==> src/rtl/core/ndld_pkg.sv <==
// ----------------------------------------------------------------------------
// ndld_pkg
// Shared widths, prefix codes and the decode control struct of the
// skip and difference list decoder.
// ----------------------------------------------------------------------------
package ndld_pkg;

	localparam int OUT_POS_W = 24;
	localparam int LEN_W     = 24;
	localparam int BYTE_W    = 8;
	localparam int CODE_W    = 2;
	localparam int SKIP_HI_W = 6;
	localparam int SUB_W     = 2;

	localparam logic [BYTE_W-1:0] PREFIX_MASK   = 8'hC0;
	localparam logic [BYTE_W-1:0] PREFIX_TRIPLE = 8'hC0;
	localparam logic [BYTE_W-1:0] PREFIX_SINGLE = 8'h80;

	// base slots of a three-base byte
	localparam logic [SUB_W-1:0] SUB_FIRST  = 2'd0;
	localparam logic [SUB_W-1:0] SUB_SECOND = 2'd1;
	localparam logic [SUB_W-1:0] SUB_LAST   = 2'd2;

	typedef struct packed {
		logic              emit;
		logic              done;
		logic              last;
		logic [CODE_W-1:0] base_code;
		logic              pend_next;
		logic              load_hi;
	} ndld_ctl_t;

endpackage

==> src/rtl/core/nucleotide_diff_list_decoder_top.sv <==
// ----------------------------------------------------------------------------
// nucleotide_diff_list_decoder_top
// Turns the skip and difference byte list into position and base writes.
// ----------------------------------------------------------------------------
// Each accepted byte is held in an input register and decoded from there. A
// skip byte or a one-base byte leaves that register once decoded, so such
// bytes go through at one per cycle while the output is free; a three-base
// byte holds it until its last base is written, because the single output
// register takes one write per cycle while the output is not stalled.
// The output register lets the next byte be taken while a write
// waits. The user must write total_length through the cfg port only while
// the block is idle; the block itself does not enforce it. Writes at or past
// total_length come out with in_range low and are meant to be dropped. Reset
// clears the position, any pending skip and total_length.
module nucleotide_diff_list_decoder_top import ndld_pkg::*; #(
	parameter int POS_BITS = 24
) (
	input  logic                 clk,
	input  logic                 arst_n,
	input  logic                 cfg_valid,
	output logic                 cfg_ready,
	input  logic [LEN_W-1:0]     cfg_data,
	input  logic                 in_valid,
	output logic                 in_stall,
	input  logic [BYTE_W-1:0]    code_byte,
	input  logic                 restart,
	output logic                 out_valid,
	input  logic                 out_stall,
	output logic [OUT_POS_W-1:0] write_pos,
	output logic [CODE_W-1:0]    base_code,
	output logic                 in_range,
	output logic                 last
);

	localparam int CMP_W = (POS_BITS > LEN_W) ? POS_BITS : LEN_W;

	logic [LEN_W-1:0]     total_length_q;
	logic                 valid_s1;
	logic [BYTE_W-1:0]    code_byte_s1;
	logic                 restart_s1;
	logic [SUB_W-1:0]     sub_q;
	logic [POS_BITS-1:0]  pos_q;
	logic                 pend_q;
	logic [SKIP_HI_W-1:0] skip_hi_q;

	logic                 out_valid_q;
	logic [OUT_POS_W-1:0] write_pos_q;
	logic [CODE_W-1:0]    base_code_q;
	logic                 in_range_q;
	logic                 last_q;

	ndld_ctl_t            ctl;
	logic [POS_BITS-1:0]  pos_cur;
	logic [POS_BITS-1:0]  pos_next;
	logic [CMP_W-1:0]     pos_ext;
	logic                 out_free;
	logic                 fire;
	logic                 done_now;

	ndld_decode #(
		.POS_BITS (POS_BITS)
	) u_decode (
		.code_byte (code_byte_s1),
		.restart   (restart_s1),
		.sub       (sub_q),
		.pos       (pos_q),
		.pend      (pend_q),
		.skip_hi   (skip_hi_q),
		.ctl       (ctl),
		.pos_cur   (pos_cur),
		.pos_next  (pos_next)
	);

	assign pos_ext   = CMP_W'(pos_cur);
	assign out_free  = !out_valid_q || !out_stall;
	assign fire      = valid_s1 && (!ctl.emit || out_free);
	assign done_now  = fire && ctl.done;
	assign in_stall  = valid_s1 && !done_now;
	assign cfg_ready = 1'b1;

	always_ff @(posedge clk or negedge arst_n) begin
		if (!arst_n) begin
			total_length_q <= '0;
		end else if (cfg_valid && cfg_ready) begin
			total_length_q <= cfg_data;
		end
	end

	// input register
	always_ff @(posedge clk or negedge arst_n) begin
		if (!arst_n) begin
			valid_s1 <= 1'b0;
		end else if (!in_stall) begin
			valid_s1 <= in_valid;
		end
	end

	always_ff @(posedge clk) begin
		if (!in_stall && in_valid) begin
			code_byte_s1 <= code_byte;
			restart_s1   <= restart;
		end
	end

	// decoder state
	always_ff @(posedge clk or negedge arst_n) begin
		if (!arst_n) begin
			sub_q     <= SUB_FIRST;
			pos_q     <= '0;
			pend_q    <= 1'b0;
			skip_hi_q <= '0;
		end else if (fire) begin
			sub_q  <= ctl.done ? SUB_FIRST : sub_q + SUB_W'(1);
			pos_q  <= pos_next;
			pend_q <= ctl.pend_next;
			if (ctl.load_hi) begin
				skip_hi_q <= code_byte_s1[SKIP_HI_W-1:0];
			end
		end
	end

	// output register
	always_ff @(posedge clk or negedge arst_n) begin
		if (!arst_n) begin
			out_valid_q <= 1'b0;
		end else if (fire && ctl.emit) begin
			out_valid_q <= 1'b1;
		end else if (!out_stall) begin
			out_valid_q <= 1'b0;
		end
	end

	always_ff @(posedge clk) begin
		if (fire && ctl.emit) begin
			write_pos_q <= pos_ext[OUT_POS_W-1:0];
			base_code_q <= ctl.base_code;
			in_range_q  <= pos_ext < CMP_W'(total_length_q);
			last_q      <= ctl.last;
		end
	end

	assign out_valid = out_valid_q;
	assign write_pos = write_pos_q;
	assign base_code = base_code_q;
	assign in_range  = in_range_q;
	assign last      = last_q;

endmodule

==> src/rtl/core/ndld_decode.sv <==
// ----------------------------------------------------------------------------
// ndld_decode
// Decodes one step of the held byte: a base write, a skip start or a skip
// completion, with the next write position.
// ----------------------------------------------------------------------------
module ndld_decode import ndld_pkg::*; #(
	parameter int POS_BITS = 24
) (
	input  logic [BYTE_W-1:0]    code_byte,
	input  logic                 restart,
	input  logic [SUB_W-1:0]     sub,
	input  logic [POS_BITS-1:0]  pos,
	input  logic                 pend,
	input  logic [SKIP_HI_W-1:0] skip_hi,
	output ndld_ctl_t            ctl,
	output logic [POS_BITS-1:0]  pos_cur,
	output logic [POS_BITS-1:0]  pos_next
);

	logic                             clear;
	logic                             pend_cur;
	logic [SKIP_HI_W+BYTE_W-1:0]      adv;

	assign adv = {skip_hi, code_byte};

	always_comb begin
		// restart only acts before the first base of the byte
		clear    = restart && (sub == SUB_FIRST);
		pos_cur  = clear ? '0 : pos;
		pend_cur = clear ? 1'b0 : pend;
		ctl      = '0;
		pos_next = pos_cur;
		if (pend_cur) begin
			ctl.done = 1'b1;
			pos_next = pos_cur + POS_BITS'(adv);
		end else begin
			case (code_byte & PREFIX_MASK)
				PREFIX_TRIPLE: begin
					ctl.emit = 1'b1;
					ctl.last = (sub == SUB_LAST);
					ctl.done = (sub == SUB_LAST);
					case (sub)
						SUB_FIRST:  ctl.base_code = code_byte[5:4];
						SUB_SECOND: ctl.base_code = code_byte[3:2];
						default:    ctl.base_code = code_byte[1:0];
					endcase
					pos_next = pos_cur + POS_BITS'(1);
				end
				PREFIX_SINGLE: begin
					ctl.emit      = 1'b1;
					ctl.last      = 1'b1;
					ctl.done      = 1'b1;
					ctl.base_code = code_byte[1:0];
					pos_next      = pos_cur + POS_BITS'(1);
				end
				default: begin
					ctl.done      = 1'b1;
					ctl.load_hi   = 1'b1;
					ctl.pend_next = 1'b1;
				end
			endcase
		end
	end

endmodule

==> config.mk <==
export PLATFORM = sky130hd
export DESIGN_NAME = nucleotide_diff_list_decoder_top
export DESIGN_NICKNAME = d
export VERILOG_FILES = /design/src/rtl/core/ndld_pkg.sv /design/src/rtl/core/nucleotide_diff_list_decoder_top.sv /design/src/rtl/core/ndld_decode.sv
export SDC_FILE = /design/constraint.sdc
export NUM_CORES = 1
export LEC_CHECK = 0
export BUFFER_PORTS_ARGS = -buffer_cell sky130_fd_sc_hd__buf_2
export CORE_MARGIN = 8
export CORE_UTILIZATION = 59
export CTS_CLUSTER_DIAMETER = 60
export DETAILED_ROUTE_END_ITERATION = 16
export HOLD_SLACK_MARGIN = 0.06
export MAX_ROUTING_LAYER = met4
export PLACE_DENSITY = 0.77
export SKIP_CTS_REPAIR_TIMING = 1
export SLEW_MARGIN = 20
export SYNTH_ARGS = -nofsm -noshare
export SYNTH_HDL_FRONTEND = slang
export SYNTH_HIERARCHICAL = 1
export SYNTH_SLANG_ARGS = --single-unit
==> constraint.sdc <==
create_clock -name clk -period 4.79 [get_ports clk]
set_input_delay 0.2395 -clock clk [delete_from_list [all_inputs] [get_ports clk]]
set_output_delay 0.2395 -clock clk [all_outputs]
set_load 0.01 [all_outputs]
==> results by group <==
Timing
  – Slew Viols, Final: 0
  – Layout Skew: 22.25 ps
  – Part of the cycle the worst path needs: between 70% and 80%
  – Final Hold Violating Endpoints: 3
  – RSZ-0062 raised after global routing: false
  – Final setup viols: 0
  – Setup TNS: 0 ps
  – Final worst slack: approximately 1100 ps
  – Worst-Margin Slew: around 1100 ps
  – Hold WS: -6.104 ps
  – Final Critical Period: approximately 3700 ps
  – Rel. slew slack: 25.88%
  – FMAX: between 200 and 300 MHz

Synthesis
  – Largest family of logic cells by synthesized area: simple AND/OR/NAND/NOR gates
  – Synth unique cells: 76
  – Syn_area_per_cell: around 9.2 um^2
  – Synth Net Count: 715
  – Synth Area in Compound Gates: 14.60%
  – Most common flop cell mapped by yosys: dfrtp_1
  – Xor and xnor area share after synthesis: under 10%
  – Post-Synth Simple-Gate Area: roughly a fifth
  – Sequential area share after synthesis: around 44%
  – Syn Inst Count: 648
  – Synthesized cell area: just under 6000 um^2
  – EDFF count, synth: 37
  – Async S/R FF share, synth: approximately three fifths
  – Yosys Warn Count: 6
  – Adder-cell share of the synthesized area: slightly above 7%
  – Mux contribution to synthesized area: around 2.2%
  – #FFs+latches synth: 96

Worst setup path
  – Arr. time, crit path: ~4000 ps
  – RR Endpoint: pos_q[19]$_DFFE_PN0N_
  – WS Path Type: flop to flop
  – R2R setup slack: approximately 1100 ps
  – Critical Path Slowest Stage Cell: or3b_4
  – Cells on worst reg2reg path: 14
  – Worst R2R Start: sub_q[0]$_DFFE_PN0N_
  – CP Launch Type: flop
  – Crit-path max FO: 39
  – CP endpoint kind: flop
  – Top delay family on crit path: simple AND/OR/NAND/NOR gates
  – CP max stage delay: approximately 600 ps
  – Critical path cell sequence: or3b_4 -> and2_1 -> ha_1 -> maj3_2 -> maj3_1 -> a21oi_1 -> o211ai_1 -> nand3_2 -> nor3_2 -> a31oi_2 -> nor2_1 -> xor2_1 -> nand2_1 -> nand2_1
  – Worst path required time: about 5100 ps
  – Most frequent CP cell: nand2_1
  – WP buf/inv: 0

Floorplan
  – Die Span Y: around 120 um
  – Placement Rows: 36
  – Core area: 9774 um^2
  – Total die area: between 10,000 and 15,000 um^2
  – Top-Level Pins: between 60 and 70
  – Initial Util: slightly above 60%
  – Die Span X: roughly 120 um

Power
  – Maximum vdd drop: ~0.25 mV
  – Power share of the clock group: about 20%
  – Power Dens Cells: around 420 nW/um^2
  – Int Pwr: 1.625 mW
  – Combinational share of power: roughly 35%
  – Final total power: 2.714 mW
  – P_sw: about 1.1 mW
  – LEAKAGE: roughly 3.0 nW
  – Seq pwr share: ~45%
  – Switch share: around two fifths

Layout
  – Area of the multi-input gates: between 2000 and 3000 um^2
  – Finished Cell Area: roughly 6500 um^2
  – Layout Nets: between 700 and 800
  – Fillers: just under 800
  – Layout cells sized above 1: about 17%
  – Area Growth Syn to Fin: 9.694%
  – Final core occ: roughly two thirds
  – Register area: 2587 um^2
  – ANT cells: 0

Global route
  – Initial antenna violation count: 0
  – Largest net degree at the start of global routing: 60
  – Vias in the first global route: 4,747
  – GRT Overall Usage: 22.55%
  – Grt ovf: 0
  – First-pass GRT wire length: approximately 23 mm

Routing
  – DR WL met3: ~680 um
  – M1 wire length: approximately 6.1 mm
  – Remaining antenna violation count: 0
  – Max layer used: met4
  – Met2 Wirelength: between 7 and 8 mm
  – DRC Markers: 0
  – DR vias/cell: 5.797
  – Via count: 4,858
  – Initial DRC Count: 375
  – WL per Instance: 17.25 um
  – Drt first pass iters: 5
  – Drt total wl: 14.45 mm

Clocking
  – Clk sinks: 96
  – H-tree depth: 3
  – CTS clk-pin slew, worst paths: ~120 ps
  – Max clock buf depth: 2
  – CTS tree: yes
  – Clock root buffer: clkbuf_8
  – Clock buffer count from CTS: 9
  – Worst-Skew Late Latency: around 380 ps

Placed design
  – Port Buf Inserts: 67
  – Post-DP HPWL: 10.30 mm
  – Dpl ws: between 1000 and 1500 ps
  – Placed instance area: approximately 6200 um^2
  – GPL Wtd Cong: around 0.94

Outcome
  – Failing checks: negative hold slack
  – Status: complete, but fails checks

Hold path
  – Tightest Hold Check Type: input pin to async pin

Flow run
  – Max-cap violations: 0
stage by stage:
step                hold slack (ps)  instances
global route                  68.36        838
floorplan                    -56.09        648
detailed placement            417.6        811
finish                       -6.104        838
global placement              416.7        811
CTS                           26.73        827
how the worst max path moves through the flow:
stage | start | end | slack (ps) | depth (start not counted)
after floorplan | sub_q[0]$_DFFE_PN0N_ | pos_q[11]$_DFFE_PN0N_ | 1050 | 17
after global placement | sub_q[0]$_DFFE_PN0N_ | pos_q[11]$_DFFE_PN0N_ | 1250 | 13
after detailed placement | sub_q[0]$_DFFE_PN0N_ | pos_q[19]$_DFFE_PN0N_ | 1170 | 14
after CTS | sub_q[0]$_DFFE_PN0N_ | pos_q[19]$_DFFE_PN0N_ | 1140 | 14
after global routing | sub_q[0]$_DFFE_PN0N_ | pos_q[19]$_DFFE_PN0N_ | 910 | 14
final | sub_q[0]$_DFFE_PN0N_ | pos_q[19]$_DFFE_PN0N_ | 1090 | 14
power groups by stage:
stage	clock [mW]	combinational, mW	sequential, mW
3_5_place_dp	0	0.934	1.23
6_report	0.536	0.960	1.22
5_1_grt	0.568	1.07	1.24
2_1_floorplan	0	0.828	1.10
3_3_place_gp	0	0.911	1.22
4_1_cts	0.543	0.944	1.21
per-layer routing:
layer | up-vias | global-route usage, %
met5 | - | -
met4 | 0 | 10.54
met3 | 39 | 2.482
met2 | 163 | 38.37
met1 | 2302 | 26.31
li1 | 2354 | -
state kept, by name, summed over array words and instances, names as in the netlist:
register	count
last	1
pos_q	24
sub_q	2
valid_s1	1
out_valid	1
total_length_q	24
write_pos	24
skip_hi_q	6
base_code	2
restart_s1	1
in_range	1
code_byte_s1	8
pend_q	1
layout by cell type (no fill, tap or decap), types with 4 or more instances in the layout:
master / count
dfrtp_1: 59
a211oi_1: 5
nor3_1: 4
buf_4: 5
nand3_1: 14
a21o_1: 5
nor2_1: 36
inv_6: 4
edfxtp_1: 37
maj3_1: 5
buf_2: 67
ha_1: 29
mux2i_1: 4
xnor2_1: 18
nand2_1: 134
o21ai_0: 44
clkbuf_8: 10
nor2b_1: 7
xor2_1: 17
dlygate4sd3_1: 11
and2_1: 16
a21oi_1: 29
inv_1: 33
mux2_2: 7
or3_1: 4
a32oi_1: 4
nand4_1: 13
o211ai_1: 8
a31oi_1: 6
worst register-to-register path: stages (launching register included):
cell,delay [ps]
dfrtp_1,510
or3b_4,600
and2_1,270
ha_1,240
maj3_2,350
maj3_1,400
a21oi_1,170
o211ai_1,150
nand3_2,150
nor3_2,60
a31oi_2,300
nor2_1,110
xor2_1,150
nand2_1,70
nand2_1,50
Yosys cell counts, types with 3 or more instances:
cell      instances  share of area, %
and3_1            3              0.32
a32oi_1           4              0.59
mux2_2            7               1.3
a31oi_1           6              0.63
and2_2            3              0.38
dfrtp_1          59                25
nor3_1            4              0.34
maj3_1            5              0.84
nor2b_1           7              0.74
xor2_1           17               2.5
nor2_1           36               2.3
buf_4             4              0.51
nand4_1          13               1.4
a21boi_0          3              0.38
o21ai_0          44               3.7
a21oi_1          29               2.4
nor4_1            3              0.32
a21o_1            5              0.63
nand2_1         134               8.5
clkbuf_8          8               1.9
nor3b_1           4              0.51
and2_1           16               1.7
a211oi_1          5              0.63
edfxtp_1         37                19
xnor2_1          18               2.7
mux2i_1           4              0.67
clkbuf_1         19               1.2
ha_1             29               6.1
or3_1             4              0.42
nand3b_1          3              0.38
buf_2             8              0.67
nand3_1          14               1.2
o211ai_1          8               1.0
o22ai_1           3              0.32
inv_1            33               2.1
cell families (layout without fill, tap and decap cells):
family                   count (synthesis)  count (layout)
AND/OR/NAND/NOR                        259             259
AO/OA/AOI/OAI                          135             135
flip-flops                              96              96
buffers and inverters                   75             132
adder cells (fa/ha/maj)                 35              35
XOR/XNOR                                35              35
multiplexers                            12              12
other                                    1               1
final cells by class:
| class | count | share of cell area [%] |
|---|---|---|
| sequential | 96 | 39.73 |
| inverter | 33 | 1.902 |
| clock buffer | 10 | 2.113 |
| timing repair buffer | 83 | 7.416 |
| multi-input combinational | 477 | 45.44 |
| tap | 133 | 2.555 |
| clock inverter | 6 | 0.8453 |
Power figures use the tool's default switching activity.
